**config.mk**
```make
export PLATFORM = sky130hd
export DESIGN_NAME = crc_with_nibble_xor_checksum_unit_flat
export DESIGN_NICKNAME = d
export VERILOG_FILES = /design/src/cnxc_pkg.sv /design/src/cnxc_in_if.sv /design/src/cnxc_out_if.sv /design/src/crc_with_nibble_xor_checksum_unit.sv /design/src/cnxc_accum.sv /design/src/flat_wrapper.sv
export VERILOG_INCLUDE_DIRS = /design/src /design/src/src
export SDC_FILE = /design/constraint.sdc
export NUM_CORES = 1
export LEC_CHECK = 0
export BUFFER_PORTS_ARGS = -buffer_cell sky130_fd_sc_hd__buf_2
export CAP_MARGIN = 5
export CORE_UTILIZATION = 30
export CTS_BUF_LIST = sky130_fd_sc_hd__clkbuf_4
export DETAILED_ROUTE_END_ITERATION = 10
export GPL_TIMING_DRIVEN = 0
export PLACE_DENSITY = 0.44
export RECOVER_POWER = 50
export SLEW_MARGIN = 20
export SYNTH_ARGS = -nofsm -noshare
export SYNTH_HDL_FRONTEND = slang
export SYNTH_HIERARCHICAL = 1
export SYNTH_SLANG_ARGS = --single-unit
```
**constraint.sdc**
```tcl
create_clock -name i_clk -period 8.15 [get_ports i_clk]
set_clock_uncertainty 0.2 [all_clocks]
set_input_delay 0.815 -clock i_clk [delete_from_list [all_inputs] [get_ports i_clk]]
set_output_delay 0.815 -clock i_clk [all_outputs]
set_load 0.05 [all_outputs]
```
**src/crc_with_nibble_xor_checksum_unit_defines.svh**
```systemverilog
// Assertion macros for the CRC / nibble-checksum unit.
// Clock i_clk and active-low reset i_rst_n are assumed in the using scope.
`ifndef CRC_WITH_NIBBLE_XOR_CHECKSUM_UNIT_DEFINES_SVH
`define CRC_WITH_NIBBLE_XOR_CHECKSUM_UNIT_DEFINES_SVH

// Same-cycle implication.
`define CNXC_ASSERT_NOW(label, ante, cons) \
    label: assert property (@(posedge i_clk) disable iff (!i_rst_n) \
        (ante) |-> (cons)) else $error("cnxc same-cycle check failed");

// Next-cycle implication.
`define CNXC_ASSERT_NEXT(label, ante, cons) \
    label: assert property (@(posedge i_clk) disable iff (!i_rst_n) \
        (ante) |=> (cons)) else $error("cnxc next-cycle check failed");

`endif

```
**src/cnxc_pkg.sv**
```systemverilog
// Shared constants, types and CRC/checksum functions for the CRC unit.
// No dependencies.
package cnxc_pkg;

    localparam int unsigned ByteW = 8;
    localparam int unsigned NibW  = 4;
    localparam int unsigned SelW  = 2;

    // Generator select codes
    localparam logic [SelW-1:0] SelCrc3 = 2'd0;
    localparam logic [SelW-1:0] SelCrc4 = 2'd1;
    localparam logic [SelW-1:0] SelCrc8 = 2'd2;
    localparam logic [SelW-1:0] SelRsvd = 2'd3;

    // Generators without the implicit top term, and remainder masks
    localparam logic [ByteW-1:0] Poly3 = 8'h05;
    localparam logic [ByteW-1:0] Poly4 = 8'h06;
    localparam logic [ByteW-1:0] Poly8 = 8'h35;
    localparam logic [ByteW-1:0] Mask3 = 8'h07;
    localparam logic [ByteW-1:0] Mask4 = 8'h0F;
    localparam logic [ByteW-1:0] Mask8 = 8'hFF;

    // ASCII range limits
    localparam logic [ByteW-1:0] AsciiDig0 = 8'h30;
    localparam logic [ByteW-1:0] AsciiDig9 = 8'h39;
    localparam logic [ByteW-1:0] AsciiUpA  = 8'h41;
    localparam logic [ByteW-1:0] AsciiUpZ  = 8'h5A;
    localparam logic [ByteW-1:0] AsciiLoA  = 8'h61;
    localparam logic [ByteW-1:0] AsciiLoZ  = 8'h7A;

    typedef struct packed {
        logic             fire;
        logic [ByteW-1:0] data_byte;
        logic             last;
    } t_step;

    typedef struct packed {
        logic [ByteW-1:0] rem;
        logic [NibW-1:0]  par;
    } t_acc;

    typedef struct packed {
        logic [ByteW-1:0] crc_value;
        logic [NibW-1:0]  chk_nibble;
    } t_result;

    function automatic logic [ByteW-1:0] sel_mask(input logic [SelW-1:0] sel);
        logic [ByteW-1:0] m;
        unique case (sel) inside
            SelCrc3:          m = Mask3;
            SelCrc4:          m = Mask4;
            SelCrc8, SelRsvd: m = Mask8;
            default:          m = Mask8;
        endcase
        return m;
    endfunction

    function automatic logic [ByteW-1:0] sel_poly(input logic [SelW-1:0] sel);
        logic [ByteW-1:0] p;
        unique case (sel) inside
            SelCrc3:          p = Poly3;
            SelCrc4:          p = Poly4;
            SelCrc8, SelRsvd: p = Poly8;
            default:          p = Poly8;
        endcase
        return p;
    endfunction

    function automatic logic top_bit(input logic [ByteW-1:0] rem,
                                     input logic [SelW-1:0]  sel);
        logic t;
        unique case (sel) inside
            SelCrc3:          t = rem[2];
            SelCrc4:          t = rem[3];
            SelCrc8, SelRsvd: t = rem[7];
            default:          t = rem[7];
        endcase
        return t;
    endfunction

    function automatic logic is_alnum(input logic [ByteW-1:0] c);
        return ((c >= AsciiDig0) && (c <= AsciiDig9)) ||
               ((c >= AsciiUpA)  && (c <= AsciiUpZ))  ||
               ((c >= AsciiLoA)  && (c <= AsciiLoZ));
    endfunction

    // Eight MSB-first division steps, remainder right-aligned at the width of sel
    function automatic logic [ByteW-1:0] crc_byte(input logic [ByteW-1:0] rem_in,
                                                  input logic [ByteW-1:0] b,
                                                  input logic [SelW-1:0]  sel);
        logic [ByteW-1:0] mask;
        logic [ByteW-1:0] poly;
        logic [ByteW-1:0] rem;
        logic [ByteW-1:0] bits;
        logic             fb;
        mask = sel_mask(sel);
        poly = sel_poly(sel);
        rem  = rem_in & mask;
        bits = b;
        for (int k = 0; k < ByteW; k++) begin
            fb   = top_bit(rem, sel) ^ bits[ByteW-1];
            rem  = (rem << 1) & mask;
            bits = bits << 1;
            if (fb) begin
                rem = rem ^ poly;
            end
        end
        return rem;
    endfunction

endpackage

```
**src/cnxc_in_if.sv**
```systemverilog
// Input channel: one message byte and its end-of-message flag per item.
// Depends on cnxc_pkg.
interface cnxc_in_if;
    logic                          valid;
    logic                          ready;
    logic [cnxc_pkg::ByteW-1:0]    data_byte;
    logic                          last;

    modport source (output valid, output data_byte, output last, input ready);
    modport sink   (input valid, input data_byte, input last, output ready);
endinterface

```
**src/cnxc_out_if.sv**
```systemverilog
// Result channel: CRC remainder and 4-bit checksum per item.
// Depends on cnxc_pkg.
interface cnxc_out_if;
    logic                          valid;
    logic                          ready;
    logic [cnxc_pkg::ByteW-1:0]    crc_value;
    logic [cnxc_pkg::NibW-1:0]     chk_nibble;

    modport source (output valid, output crc_value, output chk_nibble, input ready);
    modport sink   (input valid, input crc_value, input chk_nibble, output ready);
endinterface

```
**src/crc_with_nibble_xor_checksum_unit.sv**
```systemverilog
// Top level: input register, accumulator stage, result register, select register.
// Depends on cnxc_pkg, cnxc_in_if, cnxc_out_if, cnxc_accum and the defines header.
//
//   port      dir   handshake     carries
//   i_in      in    valid/ready   data_byte[7:0], last
//   o_res     out   valid/ready   crc_value[7:0], chk_nibble[3:0]
//   i_cfg_*   in    write enable  crc_select[1:0]
//
// One byte per cycle sustained unless a last byte waits on a stalled result; a result
// passes through the input register, then the result register, after its last byte is taken.
// Synchronous active-low reset clears the accumulators, select and valid flags.
// A stalled result holds the next last byte in the input register, and the input behind it;
// ordinary bytes ahead of it keep flowing into the accumulators while the result waits.
`include "crc_with_nibble_xor_checksum_unit_defines.svh"

module crc_with_nibble_xor_checksum_unit (
    input  logic                          i_clk,
    input  logic                          i_rst_n,
    cnxc_in_if.sink                       i_in,
    cnxc_out_if.source                    o_res,
    input  logic                          i_cfg_we,
    input  logic [cnxc_pkg::SelW-1:0]     i_cfg_wdata
);

    logic                          r_s1_valid;
    logic [cnxc_pkg::ByteW-1:0]    r_s1_byte;
    logic                          r_s1_last;
    logic                          r_out_valid;
    logic [cnxc_pkg::ByteW-1:0]    r_out_crc;
    logic [cnxc_pkg::NibW-1:0]     r_out_chk;
    logic [cnxc_pkg::SelW-1:0]     r_sel;
    logic [cnxc_pkg::SelW-1:0]     n_sel;

    logic                          out_free;
    logic                          s1_fire;
    logic                          in_fire;
    cnxc_pkg::t_step               step;
    cnxc_pkg::t_result             result;
    cnxc_pkg::t_acc                acc;

    assign out_free    = !r_out_valid || o_res.ready;
    // a byte without last produces nothing, so it never waits on the output
    assign s1_fire     = r_s1_valid && (!r_s1_last || out_free);
    assign i_in.ready  = !r_s1_valid || s1_fire;
    assign in_fire     = i_in.valid && i_in.ready;

    assign step.fire      = s1_fire;
    assign step.data_byte = r_s1_byte;
    assign step.last      = r_s1_last;

    cnxc_accum u_accum (
        .i_clk    (i_clk),
        .i_rst_n  (i_rst_n),
        .i_step   (step),
        .i_sel    (r_sel),
        .o_result (result),
        .o_acc    (acc)
    );

    // selector three behaves as CRC-8
    assign n_sel = (i_cfg_wdata == cnxc_pkg::SelRsvd) ? cnxc_pkg::SelCrc8 : i_cfg_wdata;

    always_ff @(posedge i_clk) begin
        if (!i_rst_n) begin
            r_sel <= cnxc_pkg::SelCrc3;
        end else if (i_cfg_we) begin
            r_sel <= n_sel;
        end
    end

    always_ff @(posedge i_clk) begin
        if (!i_rst_n) begin
            r_s1_valid <= 1'b0;
        end else if (i_in.ready) begin
            r_s1_valid <= i_in.valid;
        end
    end

    always_ff @(posedge i_clk) begin
        if (in_fire) begin
            r_s1_byte <= i_in.data_byte;
            r_s1_last <= i_in.last;
        end
    end

    always_ff @(posedge i_clk) begin
        if (!i_rst_n) begin
            r_out_valid <= 1'b0;
        end else if (s1_fire && r_s1_last) begin
            r_out_valid <= 1'b1;
        end else if (o_res.ready) begin
            r_out_valid <= 1'b0;
        end
    end

    always_ff @(posedge i_clk) begin
        if (s1_fire && r_s1_last) begin
            r_out_crc <= result.crc_value;
            r_out_chk <= result.chk_nibble;
        end
    end

    assign o_res.valid      = r_out_valid;
    assign o_res.crc_value  = r_out_crc;
    assign o_res.chk_nibble = r_out_chk;

    // A blocked last byte stays in the input register.
    `CNXC_ASSERT_NEXT(a_last_held, r_s1_valid && r_s1_last && !out_free, r_s1_valid && r_s1_last)
    // Accumulators restart from zero after a message closes.
    `CNXC_ASSERT_NEXT(a_acc_cleared, s1_fire && r_s1_last, acc.rem == '0 && acc.par == '0)
    // Only CRC-8 can produce a result with high bits set.
    `CNXC_ASSERT_NOW(a_crc_width, r_out_valid && r_out_crc[7:4] != '0, r_sel == cnxc_pkg::SelCrc8)

endmodule

```
**src/cnxc_accum.sv**
```systemverilog
// Running CRC remainder and nibble parity, with the one-byte update logic.
// Depends on cnxc_pkg.
module cnxc_accum (
    input  logic                          i_clk,
    input  logic                          i_rst_n,
    input  cnxc_pkg::t_step               i_step,
    input  logic [cnxc_pkg::SelW-1:0]     i_sel,
    output cnxc_pkg::t_result             o_result,
    output cnxc_pkg::t_acc                o_acc
);

    logic [cnxc_pkg::ByteW-1:0] r_rem;
    logic [cnxc_pkg::NibW-1:0]  r_par;
    logic [cnxc_pkg::ByteW-1:0] n_rem;
    logic [cnxc_pkg::NibW-1:0]  n_par;
    logic [cnxc_pkg::ByteW-1:0] upd_rem;
    logic [cnxc_pkg::NibW-1:0]  upd_par;
    logic [cnxc_pkg::ByteW-1:0] cur_rem;

    always_comb begin
        // stale high bits drop out if the width changed between messages
        cur_rem = r_rem & cnxc_pkg::sel_mask(i_sel);
        upd_rem = cur_rem;
        upd_par = r_par;
        if (cnxc_pkg::is_alnum(i_step.data_byte)) begin
            upd_rem = cnxc_pkg::crc_byte(cur_rem, i_step.data_byte, i_sel);
            upd_par = r_par ^ i_step.data_byte[7:4] ^ i_step.data_byte[3:0];
        end
    end

    assign o_result.crc_value  = upd_rem;
    assign o_result.chk_nibble = upd_par ^ upd_rem[3:0] ^ upd_rem[7:4];
    assign o_acc.rem = r_rem;
    assign o_acc.par = r_par;

    always_comb begin
        n_rem = r_rem;
        n_par = r_par;
        if (i_step.fire) begin
            if (i_step.last) begin
                n_rem = '0;
                n_par = '0;
            end else begin
                n_rem = upd_rem;
                n_par = upd_par;
            end
        end
    end

    always_ff @(posedge i_clk) begin
        if (!i_rst_n) begin
            r_rem <= '0;
            r_par <= '0;
        end else begin
            r_rem <= n_rem;
            r_par <= n_par;
        end
    end

endmodule
```
**src/flat_wrapper.sv**
```systemverilog
// flat-port wrapper written by rule: the top's interface ports become plain ports
module crc_with_nibble_xor_checksum_unit_flat 
  (i_clk, i_rst_n, i_cfg_we, i_cfg_wdata, i_in_valid, i_in_data_byte, i_in_last, i_in_ready, o_res_valid, o_res_crc_value, o_res_chk_nibble, o_res_ready);
  cnxc_in_if i_in_i ();
  cnxc_out_if o_res_i ();
  input  logic i_clk;
  input  logic i_rst_n;
  input  logic i_cfg_we;
  input  logic [cnxc_pkg::SelW-1:0] i_cfg_wdata;
  input wire logic [$bits(i_in_i.valid)-1:0] i_in_valid;
  input wire logic [$bits(i_in_i.data_byte)-1:0] i_in_data_byte;
  input wire logic [$bits(i_in_i.last)-1:0] i_in_last;
  output wire logic [$bits(i_in_i.ready)-1:0] i_in_ready;
  output wire logic [$bits(o_res_i.valid)-1:0] o_res_valid;
  output wire logic [$bits(o_res_i.crc_value)-1:0] o_res_crc_value;
  output wire logic [$bits(o_res_i.chk_nibble)-1:0] o_res_chk_nibble;
  input wire logic [$bits(o_res_i.ready)-1:0] o_res_ready;
  assign i_in_i.valid = i_in_valid;
  assign i_in_i.data_byte = i_in_data_byte;
  assign i_in_i.last = i_in_last;
  assign i_in_ready = i_in_i.ready;
  assign o_res_valid = o_res_i.valid;
  assign o_res_crc_value = o_res_i.crc_value;
  assign o_res_chk_nibble = o_res_i.chk_nibble;
  assign o_res_i.ready = o_res_ready;
  crc_with_nibble_xor_checksum_unit u_core (.i_clk(i_clk), .i_rst_n(i_rst_n), .i_in(i_in_i), .o_res(o_res_i), .i_cfg_we(i_cfg_we), .i_cfg_wdata(i_cfg_wdata));
endmodule
```
==> flow_summary_export.csv <==
group,metric,value,unit
critical_path,critPathBufInv,3,
floorplanning,die_w,104.1,um
finish,nNetsFinal,396,
critical_path,critPathMaxFanout,10,
clock_network,postCtsSetupBuffers,0,
pwr,p_leak,1.284,nW
pwr,p_switching,0.0002879,W
route,detail_route.iter0.violations,89,
sta,fin_tns_setup,0,ns
sta,tightest_slew,1.028,ns
finish,mostFrequentLayoutCells,"47 x xnor2_1, 31 x nor2_1, 25 x buf_2",
sta,finalSetupViolations,0,
pwr,peakVddDrop,0.05390,mV
placement,dp.cells,506,
critical_path,crit_family,"XOR/XNOR gates",
hold_path,hp-class,"reg2reg",
clock_network,clock-sinks,37,
floorplanning,row_count,36,
hold_path,hold_depth,2,
synth,ys_seq_area_share,30.40,%
sta,relSlewSlack,31.22,%
synth,netlist_area,3128,sq um
floorplanning,design.portCount,30,
critical_path,cp-start-kind,"flop",
synth,yosysTopAreaCell,"edfxtp_1",
pwr,swShare,41.86,%
pwr,comb_power_share,55.3,%
global_routing,grt_pass1_vias,2372,
finish,antennaDiodeCount,0,
placement,io_buffers,29,
clock_network,clk_latency,0.34,ns
hold_path,hold_path_end,"u_core/o_res.valid",
pwr,internal_power,0.0003999,W
synth,synth.avg_cell_area,9.093,sq um
critical_path,r2r-end,"u_core/o_res.chk_nibble[2]",
floorplanning,design.core.area,9955,sq um
synth,synth.area.top_cells,"edfxtp_1 20%, xnor2_1 13%, dfxtp_1 10%",
outcome,status,"finished, final reports clean",
route,ant_nets,0,
synth,synth_fp_nets,360,
floorplanning,die_height,104.1,um
synth,ys.flop_type,"edfxtp_1",
global_routing,grt_max_degree,13,
finish,final_cell_count_no_fill,514,
route,wirelength,7989,um
route,drcViolationCount,0,
synth,synthArstFlopShare,0,%
pwr,power.density,198.7,nW/um^2
critical_path,rrSetupSlack,2.95,ns
global_routing,track_usage,15.14,%
finish,area_growth,10.64,%
critical_path,critPathMaxStageDelay,0.55,ns
critical_path,crit_arrival,5.09,ns
sta,max_freq,192.4,MHz
sta,rsz0062_at_grt,"false",
finish,drive_above_1_share,14.70,%
clock_network,htree_levels,2,
clock_network,cts_root_buf,"clkbuf_4",
sta,period_needed,5.199,ns
synth,yosysWarnings,6,
sta,post-route-period-util,63.79,%
global_routing,use_met2,24.05,%
sta,slew_viol_final,0,
clock_network,cts_buffers,5,
critical_path,worstPathCellList,"buf_2 -> inv_1 -> o22ai_1 -> a211oi_2 -> mux2_4 -> mux2_4 -> a211oi_2 -> buf_6 -> xnor3_1 -> mux2i_1 -> xnor2_1 -> xnor2_1 -> o21ai_2 -> xor2_2 -> xnor2_1 -> mux2_4 -> xor2_1",
critical_path,path_class,"reg2reg",
clock_network,clockBufferDepth,2,
finish,final_common_cell,"xnor2_1",
placement,pre_cts_ws,2.968,ns
synth,synth_seq_cells,37,
clock_network,cts_tree,"built",
global_routing,antenna_found_initial,0,
critical_path,r2r_start,"u_core/r_sel[1]",
global_routing,grt_overflow,0,
sta,layout_setup_ws,2.951,ns
critical_path,crit_path_end_kind,"flop",
clock_network,path_clk_slew,0.12,ns
sta,hold_viol_final,0,
placement,hpwlAfterDp,6265,um
global_routing,grt.met1_usage,21.01,%
route,wire_per_inst,15.54,um
synth,ys_types,63,
clock_network,hold_buffers,0,
pwr,seqPwrFrac,30.8,%
route,firstDrtPassIters,4,
route,routed_via_density,4.920,
clock_network,cts_resized,0,
critical_path,critical_path_required,8.04,ns
global_routing,met3_usage,2.444,%
pwr,pwr-share-clk,13.9,%
critical_path,cpMaxStageDelayCell,"a211oi_2",
synth,synth_cells,344,
synth,synth_edf_count,21,
global_routing,grt_busiest_layer,"met2",
critical_path,r2r_cells,17,
floorplanning,die-area,10840,sq um
synth,synth_top_area_share,20.16,%
global_routing,grt_pass1_wl,12760,um
placement,gp_congestion,0.8155,
floorplanning,start_util,31.42,%
route,vias,2529,
hold_path,min_from,"u_core/r_s1_valid",
run,max_cap_violations,0,
worst register-to-register path, delay by kind of cell, from the launching register on:
| kind | cells | cell delay [ns] |
|---|---|---|
| xor gates and xnor gates | 6 | 1.32 |
| buffers and inverters | 3 | 0.67 |
| AOI/OAI and AO/OA | 4 | 1.16 |
| DFF | 1 | 0.34 |
| muxes | 4 | 1.28 |
stage by stage:
step	total power, W	util [%]	area (sq um)	hold slack [ns]
after floorplan	0.0005182	-	3128	0.2768
after global placement	0.0005966	34.55	3440	0.3024
after detailed placement	0.0005958	34.55	3440	0.3109
after CTS	0.0006979	35.09	3493	0.3398
after global routing	0.0007368	34.77	3461	0.3662
final	0.0006877	34.77	3461	0.3264
worst max-delay path by stage:
stage                              startpoint                          to  slack (ns)  cells past startpoint
after floorplan           u_core/r_s1_byte[6]  u_core/o_res.chk_nibble[2]        3.62                     17
after global placement        u_core/r_sel[1]  u_core/o_res.chk_nibble[2]        2.93                     17
after detailed placement      u_core/r_sel[1]  u_core/o_res.chk_nibble[2]        2.97                     17
after CTS                     u_core/r_sel[1]  u_core/o_res.chk_nibble[2]        2.91                     17
after global routing          u_core/r_sel[1]  u_core/o_res.chk_nibble[2]        2.66                     17
final                         u_core/r_sel[1]  u_core/o_res.chk_nibble[2]        2.95                     17
power by group through the flow:
stage                     Combinational [W]   Clock, W  Sequential (W)
after global routing               0.000414   0.000110        0.000213
after floorplan                    0.000295          0        0.000224
after detailed placement           0.000379          0        0.000217
after global placement             0.000380          0        0.000216
after CTS                          0.000383   0.000103        0.000212
final                              0.000380  0.0000958        0.000212
sequential cells by signal (all words and copies together) (netlist names):
| signal | cells |
|---|---|
| u_core/u_accum/r_rem | 8 |
| u_core/r_s1_last | 1 |
| u_core/o_res.crc_value | 8 |
| u_core/r_sel | 2 |
| u_core/r_s1_byte | 8 |
| u_core/o_res.valid | 1 |
| u_core/o_res.chk_nibble | 4 |
| u_core/u_accum/r_par | 4 |
| u_core/r_s1_valid | 1 |
per-layer routing:
| metal | wire (um) | vias up |
|---|---|---|
| met1 | 3914 | 1171 |
| met2 | 3622 | 49 |
| li1 | - | 1300 |
| met3 | 327 | 9 |
| met5 | 0 | - |
| met4 | 125 | 0 |
kinds of logic after synthesis:
| group | synth area share [%] |
|---|---|
| mux | 5.680 |
| buf+inv | 4.600 |
| xor+xnor | 21.48 |
| simple gates | 17.52 |
| flops | 30.40 |
| compound gates | 20.32 |
cell usage after synthesis (3+ instances only):
master,number
a211oi_1,3
a21boi_1,4
a21oi_1,17
a22oi_1,9
and2_1,3
buf_2,10
clkbuf_1,9
dfxtp_1,16
edfxtp_1,21
inv_1,9
mux2_4,3
mux2i_1,11
nand2_1,17
nand2b_1,12
nand3_1,7
nor2_1,31
nor2b_1,5
nor3_1,10
o21a_1,6
o21ai_0,19
o22ai_1,3
o31ai_1,3
or3_1,5
xnor2_1,47
xnor3_1,5
xor2_1,15
area by class of cell:
cell class                 count  area, sq um
sequential                    37        950.9
fill                        1040         6494
inverter                       9        33.78
timing repair buffer          29        127.6
multi-input combinational    276         2018
clock buffer                   5        37.54
tap                          133        166.4
clock inverter                 3        16.27
buffer                        22        110.1
(Power assumes the default switching activity.)
